### config.mk
export PLATFORM = sky130hd
export DESIGN_NAME = fenw_seq
export DESIGN_NICKNAME = d
export VERILOG_FILES = /design/src/rtl/core/fenw_pkg.sv /design/src/rtl/core/fenw_seq.sv
export SDC_FILE = /design/constraint.sdc
export NUM_CORES = 1
export LEC_CHECK = 0
export ABC_AREA = 1
export ABC_CLOCK_PERIOD_IN_PS = 2100
export BUFFER_PORTS_ARGS = -buffer_cell sky130_fd_sc_hd__clkbuf_2
export CAP_MARGIN = 20
export CORE_ASPECT_RATIO = 1.4
export CORE_MARGIN = 8
export CORE_UTILIZATION = 35
export CTS_CLUSTER_SIZE = 14
export DETAILED_ROUTE_END_ITERATION = 8
export PLACE_DENSITY = 0.73
export SLEW_MARGIN = 20
export SYNTH_ARGS = -nofsm -noshare
export SYNTH_HDL_FRONTEND = slang
export SYNTH_SLANG_ARGS = --single-unit
export TNS_END_PERCENT = 5
### constraint.sdc
create_clock -name clk -period 2.1 [get_ports clk]
set_input_delay 0.42 -clock clk [delete_from_list [all_inputs] [get_ports clk]]
set_output_delay 0.42 -clock clk [all_outputs]
set_load 0.005 [all_outputs]
### src/rtl/core/fenw_pkg.sv
// Shared types, codes and the microprogram ROM for the Fenwick range-sum table.
package fenw_pkg;

    // Field widths of the request and result transactions.
    localparam int REQ_W   = 2;
    localparam int LEFT_W  = 10;
    localparam int RIGHT_W = 11;
    localparam int DATA_W  = 64;

    // Default table depth.
    localparam int SIZE_DEF = 1024;

    // Request codes.
    localparam logic [REQ_W-1:0] REQ_ADD = 2'd0;
    localparam logic [REQ_W-1:0] REQ_SUM = 2'd1;
    localparam logic [REQ_W-1:0] REQ_SET = 2'd2;

    // Microprogram counter width.
    localparam int UPC_W = 4;

    // Walk index operations.
    localparam logic [2:0] IDX_HOLD     = 3'd0;
    localparam logic [2:0] IDX_LD_RIGHT = 3'd1;
    localparam logic [2:0] IDX_LD_LEFT  = 3'd2;
    localparam logic [2:0] IDX_LD_LEFT1 = 3'd3;
    localparam logic [2:0] IDX_WALK_DN  = 3'd4;
    localparam logic [2:0] IDX_WALK_UP  = 3'd5;

    // Accumulator operations.
    localparam logic [1:0] ACC_HOLD  = 2'd0;
    localparam logic [1:0] ACC_CLEAR = 2'd1;
    localparam logic [1:0] ACC_ADD   = 2'd2;

    // Saved prefix operations.
    localparam logic [1:0] TMP_HOLD = 2'd0;
    localparam logic [1:0] TMP_SAVE = 2'd1;
    localparam logic [1:0] TMP_SUB  = 2'd2;

    // Update delta operations.
    localparam logic [1:0] DLT_HOLD     = 2'd0;
    localparam logic [1:0] DLT_LD_VALUE = 2'd1;
    localparam logic [1:0] DLT_LD_VMT   = 2'd2;

    // Jump conditions.
    localparam logic [1:0] COND_NONE     = 2'd0;
    localparam logic [1:0] COND_WALK     = 2'd1;
    localparam logic [1:0] COND_OUT_BUSY = 2'd2;

    // Microprogram entry points and loop targets.
    localparam logic [UPC_W-1:0] UPC_ADD    = UPC_W'(0);
    localparam logic [UPC_W-1:0] UPC_ADD_UP = UPC_W'(1);
    localparam logic [UPC_W-1:0] UPC_SUM    = UPC_W'(2);
    localparam logic [UPC_W-1:0] UPC_SUM_D1 = UPC_W'(3);
    localparam logic [UPC_W-1:0] UPC_SUM_LL = UPC_W'(4);
    localparam logic [UPC_W-1:0] UPC_SUM_D2 = UPC_W'(5);
    localparam logic [UPC_W-1:0] UPC_SUM_EM = UPC_W'(6);
    localparam logic [UPC_W-1:0] UPC_SET    = UPC_W'(7);
    localparam logic [UPC_W-1:0] UPC_SET_D1 = UPC_W'(8);
    localparam logic [UPC_W-1:0] UPC_SET_LL = UPC_W'(9);
    localparam logic [UPC_W-1:0] UPC_SET_D2 = UPC_W'(10);
    localparam logic [UPC_W-1:0] UPC_SET_DF = UPC_W'(11);
    localparam logic [UPC_W-1:0] UPC_SET_DL = UPC_W'(12);
    localparam logic [UPC_W-1:0] UPC_SET_UP = UPC_W'(13);

    // One microinstruction.
    typedef struct packed {
        logic [2:0]       idx_op;
        logic [1:0]       acc_op;
        logic [1:0]       tmp_op;
        logic [1:0]       dlt_op;
        logic             emit;
        logic [1:0]       cond;
        logic [UPC_W-1:0] target;
        logic             last;
    } ucw_t;

    // Datapath status seen by the sequencer.
    typedef struct packed {
        logic walk_active;
        logic out_busy;
    } ustat_t;

    localparam ucw_t UCW_NOP = '{IDX_HOLD, ACC_HOLD, TMP_HOLD, DLT_HOLD, 1'b0,
                                 COND_NONE, UPC_W'(0), 1'b1};

    // Microprogram ROM.
    function automatic ucw_t micro_rom(input logic [UPC_W-1:0] upc);
        ucw_t w;
        w = UCW_NOP;
        unique case (upc)
            // Point add: start at left+1, walk up adding the value.
            UPC_ADD:    w = '{IDX_LD_LEFT1, ACC_HOLD, TMP_HOLD, DLT_LD_VALUE, 1'b0,
                              COND_NONE, UPC_ADD, 1'b0};
            UPC_ADD_UP: w = '{IDX_WALK_UP, ACC_HOLD, TMP_HOLD, DLT_HOLD, 1'b0,
                              COND_WALK, UPC_ADD_UP, 1'b1};
            // Range sum: prefix(right) - prefix(left).
            UPC_SUM:    w = '{IDX_LD_RIGHT, ACC_CLEAR, TMP_HOLD, DLT_HOLD, 1'b0,
                              COND_NONE, UPC_SUM, 1'b0};
            UPC_SUM_D1: w = '{IDX_WALK_DN, ACC_ADD, TMP_HOLD, DLT_HOLD, 1'b0,
                              COND_WALK, UPC_SUM_D1, 1'b0};
            UPC_SUM_LL: w = '{IDX_LD_LEFT, ACC_CLEAR, TMP_SAVE, DLT_HOLD, 1'b0,
                              COND_NONE, UPC_SUM_LL, 1'b0};
            UPC_SUM_D2: w = '{IDX_WALK_DN, ACC_ADD, TMP_HOLD, DLT_HOLD, 1'b0,
                              COND_WALK, UPC_SUM_D2, 1'b0};
            UPC_SUM_EM: w = '{IDX_HOLD, ACC_HOLD, TMP_HOLD, DLT_HOLD, 1'b1,
                              COND_OUT_BUSY, UPC_SUM_EM, 1'b1};
            // Point set: read the element, then add value minus element.
            UPC_SET:    w = '{IDX_LD_LEFT1, ACC_CLEAR, TMP_HOLD, DLT_HOLD, 1'b0,
                              COND_NONE, UPC_SET, 1'b0};
            UPC_SET_D1: w = '{IDX_WALK_DN, ACC_ADD, TMP_HOLD, DLT_HOLD, 1'b0,
                              COND_WALK, UPC_SET_D1, 1'b0};
            UPC_SET_LL: w = '{IDX_LD_LEFT, ACC_CLEAR, TMP_SAVE, DLT_HOLD, 1'b0,
                              COND_NONE, UPC_SET_LL, 1'b0};
            UPC_SET_D2: w = '{IDX_WALK_DN, ACC_ADD, TMP_HOLD, DLT_HOLD, 1'b0,
                              COND_WALK, UPC_SET_D2, 1'b0};
            UPC_SET_DF: w = '{IDX_HOLD, ACC_HOLD, TMP_SUB, DLT_HOLD, 1'b0,
                              COND_NONE, UPC_SET_DF, 1'b0};
            UPC_SET_DL: w = '{IDX_LD_LEFT1, ACC_HOLD, TMP_HOLD, DLT_LD_VMT, 1'b0,
                              COND_NONE, UPC_SET_DL, 1'b0};
            UPC_SET_UP: w = '{IDX_WALK_UP, ACC_HOLD, TMP_HOLD, DLT_HOLD, 1'b0,
                              COND_WALK, UPC_SET_UP, 1'b1};
            default:    w = UCW_NOP;
        endcase
        return w;
    endfunction

endpackage

### src/rtl/core/fenw_seq.sv
// Microprogram sequencer: request dispatch, step counter and conditional jumps.
module fenw_seq
    import fenw_pkg::*;
#(
    parameter int SIZE = SIZE_DEF
)
(
    input  logic              clk,
    input  logic              rst_n,
    input  logic              in_valid,
    output logic              in_ready,
    input  logic [REQ_W-1:0]  req_type,
    input  logic [LEFT_W-1:0] left,
    input  logic              clr_busy,
    input  ustat_t            st,
    output ucw_t              cw
);

    localparam int LCW = ($clog2(SIZE) + 1 > LEFT_W) ? $clog2(SIZE) + 1 : LEFT_W;

    logic             busy_reg;
    logic             busy_next;
    logic [UPC_W-1:0] upc_reg;
    logic [UPC_W-1:0] upc_next;
    logic             accept;
    logic             left_ok;
    logic             start;
    logic [UPC_W-1:0] entry;
    logic             jump;
    ucw_t             cw_rom;

    // A transaction is taken whenever no program runs and the sweep is over.
    assign in_ready = !busy_reg && !clr_busy;
    assign accept   = in_valid && in_ready;
    assign left_ok  = (LCW'(left) < LCW'(SIZE));

    // Pick the program; an out-of-table add or set and the unused code run nothing.
    always_comb
    begin
        start = 1'b0;
        entry = UPC_ADD;
        unique case (req_type)
            REQ_ADD:
            begin
                start = left_ok;
                entry = UPC_ADD;
            end
            REQ_SUM:
            begin
                start = 1'b1;
                entry = UPC_SUM;
            end
            REQ_SET:
            begin
                start = left_ok;
                entry = UPC_SET;
            end
            default:
            begin
                start = 1'b0;
                entry = UPC_ADD;
            end
        endcase
    end

    // Fetch the control word; idle cycles drive a no-op.
    assign cw_rom = micro_rom(upc_reg);
    assign cw     = busy_reg ? cw_rom : UCW_NOP;

    assign jump = ((cw_rom.cond == COND_WALK) && st.walk_active) ||
                  ((cw_rom.cond == COND_OUT_BUSY) && st.out_busy);

    // Next step: jump, finish, or fall through.
    always_comb
    begin
        busy_next = busy_reg;
        upc_next  = upc_reg;
        if (!busy_reg)
        begin
            if (accept && start)
            begin
                busy_next = 1'b1;
                upc_next  = entry;
            end
        end
        else
        begin
            priority if (jump)
            begin
                upc_next = cw_rom.target;
            end
            else if (cw_rom.last)
            begin
                busy_next = 1'b0;
            end
            else
            begin
                upc_next = upc_reg + UPC_W'(1);
            end
        end
    end

    always_ff @(posedge clk or negedge rst_n)
    begin
        if (!rst_n)
        begin
            busy_reg <= 1'b0;
            upc_reg  <= '0;
        end
        else
        begin
            busy_reg <= busy_next;
            upc_reg  <= upc_next;
        end
    end

endmodule

==> summary.md <==
| Metric | Value |
|---|---|
| Status | finished clean |
| XOR/XNOR share of the synthesized area | 0 |
| Final Slew Violations | 0 |
| EDFF count, synth | 0 |
| Hpwl dp | 1847 um |
| Final hold vios | 0 |
| Max_cap viols | 0 |
| Multi-input gate area | 625.6 sq um |
| Share of the synthesized area in the top cell type | 0.1437 |
| Antenna Nets Post-Route | 0 |
| Clock buffer count from CTS | 3 |
| PwrDens | 1710 nW/um^2 |
| Critical path class | register to output pin |
| Leakage | 0.6117 nW |
| Fill cells | 256 |
| Max_slew headroom | 0.6894 |
| Startpoint Class | register |
| Portion of netlist area occupied by mux cells | 0 |
| GRT Total Usage | 0.1049 |
| Sink Count | 5 |
| Fin area | 1069 sq um |
| Clock slew at reported path FFs | 40 ps |
| Initial Util | 0.3642 |
| Setup Viol. Count Final | 0 |
| # DRC | 0 |
| WL final | 2157 um |
| H-tree depth | 1 |
| Final Power | 1.827 mW |
| Synth Cell Area | 870.8 sq um |
| Adder-Cell Fraction of Synth Area | 0.1293 |
| Die Ht | 75.02 um |
| Core Rows | 21 |
| Gr ovfl total | 0 |
| Vias per inst | 4.619 |
| Nets | 188 |
| Final Skew | 1.816 ps |
| VDD IR max | 934.1 uV |
| CTS max path bufs | 2 |
| Syn Area/Cell | 6.548 sq um |
| Register area | 127.6 sq um |
| Number of global-route vias before repair | 958 |
| Required @ worst endpoint | 1680 ps |
| Antenna diode count | 0 |
| CP max FO | 7 |
| Post-synth top area cell | dfrtp_1 |
| Synth area leaders | dfrtp_1, nor2_1, ha_1, nand2_1, inv_1 |
| Layout cells sized above 1 | 0.3813 |
| Main combinational cell family by area after synthesis | simple AND/OR/NAND/NOR gates |
| FFs w/ async S/R, synth | 1.000 |
| Final critical-path share of the clock period | 0.9572 |
| Worst-Skew Late Latency | 240 ps |
| CTS Root Cell | clkbuf_4 |
| Measured slew at the worst slew-check pin | 466.0 ps |
| Die X-Extent | 58.16 um |
| Die area | 4363 sq um |
| IO buf count | 25 |
| Number of I/O pins | 36 |
| Worst min-delay path class | input port to asynchronous set/reset pin |
| DR iter-0 viols | 23 |
| Critical Path End Type | output pin |
| R2R setup slack | 400 ps |
| Tmin final | 2010 ps |
| Area grow syn2layout | 22.70% |
| Average wire per standard cell | 11.12 um |
| TritonRoute pass-1 iters | 4 |
| Placed instance area | 1011 sq um |
| CTS tree | built |
| Ys flop type | dfrtp_1 |
| Largest net degree at the start of global routing | 15 |
| Post-synthesis simple-gate area fraction | 0.4713 |
| Fin cells | 194 |
| Placed insts | 189 |
| Unique cell type count in the Yosys netlist | 27 |
| Antenna violations before repair | 0 |
| Seq cells post-synth | 5 |
| Ys Warns | 0 |
| Largest register FFs | 4 |
| Syn_nets | 160 |
| Seq/Total Area, Yosys | 0.1437 |
| Via Count | 896 |
| Mapped Cells | 133 |
| Synth Area in Compound Gates | 0.09914 |
| Core footprint | 2391 sq um |
| CP arrival | 1590 ps |
| Highest Clock Rate | 497.5 MHz |
| First-pass GRT wire length | 3732 um |
| Gp weighted congestion | 0.8911 |
[stage by stage]
stage,hold slack (ps),setup slack (ps),util,setup TNS (ps)
after floorplan,124.4,415.8,-,0
after global placement,235.5,252.8,0.4228,0
after global routing,544.4,-15.37,0.4469,-15.37
after detailed placement,239.7,228.9,0.4228,0
final,517.3,89.89,0.4469,0
after CTS,513.3,8.884,0.4396,0
[placed cells by master (no fill, tap or decap), drive strengths merged]
| cell | Yosys | final |
|---|---|---|
| a21oi | 5 | 5 |
| ha | 9 | 9 |
| a211oi | 1 | 1 |
| nor2 | 35 | 35 |
| clkbuf | 0 | 29 |
| o22ai | 1 | 1 |
| dfrtp | 5 | 5 |
| inv | 23 | 23 |
| nand3 | 12 | 12 |
| buf | 5 | 2 |
| a221oi | 1 | 1 |
| nor3 | 1 | 1 |
| dlygate4sd3 | 0 | 1 |
| or2 | 1 | 1 |
| nand2 | 27 | 27 |
| o21ai | 7 | 7 |
[cells by family after synthesis]
group,count (synthesis)
AND/OR/NAND/NOR,76
AO/OA/AOI/OAI,15
flip-flops,5
buffers and inverters,28
adder cells (fa/ha/maj),9
[worst max-delay path: stages (launching register included)]
cell,delay [ps]
dfrtp_1,590
buf_4,250
nor2_8,70
nand2_1,50
o21ai_0,70
o21ai_0,160
inv_1,50
clkbuf_2,110
[path summary, 6_finish.rpt]
| check | startpoint | endpoint | cells after the start |
|---|---|---|---|
| worst min register to register | upc_reg[0]$_DFFE_PN0P_ | upc_reg[0]$_DFFE_PN0P_ | 2 |
| worst max register to register | upc_reg[3]$_DFFE_PN0P_ | upc_reg[0]$_DFFE_PN0P_ | 9 |
| min in group clk | in_valid | busy_reg$_DFF_PN0_ | 5 |
| worst max-delay path | upc_reg[3]$_DFFE_PN0P_ | cw[14] | 7 |
| max in group asynchronous | rst_n | upc_reg[0]$_DFFE_PN0P_ | 2 |
| worst min-delay path | rst_n | upc_reg[1]$_DFFE_PN0P_ | 2 |
[layout make-up]
cell class,count,share of cell area
Multi-Input combinational cell,100,0.5855
Timing Repair Buffer,28,0.1405
Sequential cell,5,0.1194
Inverter,23,0.09016
Tap cell,34,0.03981
Clock buffer,4,0.02459
[Yosys cell counts, types with 2 or more instances]
master / instances
o21ai_0: 6
a21oi_1: 4
inv_2: 3
ha_1: 9
nor2_1: 31
nand3_1: 5
nand3_2: 6
dfrtp_1: 5
inv_1: 18
buf_4: 2
nand2_4: 2
nor2_4: 3
nand2_1: 21
buf_6: 2
nand2_2: 4
[power by group]
group / internal [mW] / switching [mW] / total, mW
logic: 0.560 / 0.860 / 1.42
clock network: 0.0718 / 0.0387 / 0.110
registers: 0.152 / 0.145 / 0.297
total: 0.783 / 1.04 / 1.83
[layer usage]
layer	vias to the layer above	global-route usage	part of all wire
met5	-	0	0
met4	0	0.05191	0.014
met3	3	0.01880	0.050
met2	23	0.2065	0.54
met1	403	0.1014	0.39
li1	467	-	-
[repair_timing]
action / 4_1_cts / 5_1_grt
endpoints found under the setup margin: 3 / 6
pin swaps: 0 / 1
hold endpoints to repair: 5 / 0
resized for setup: 3 / 6
setup buffers: 0 / 0
cloned: 0 / 0
hold buffers: 1 / 0
No activity file was read; power rests on OpenSTA's default activity.
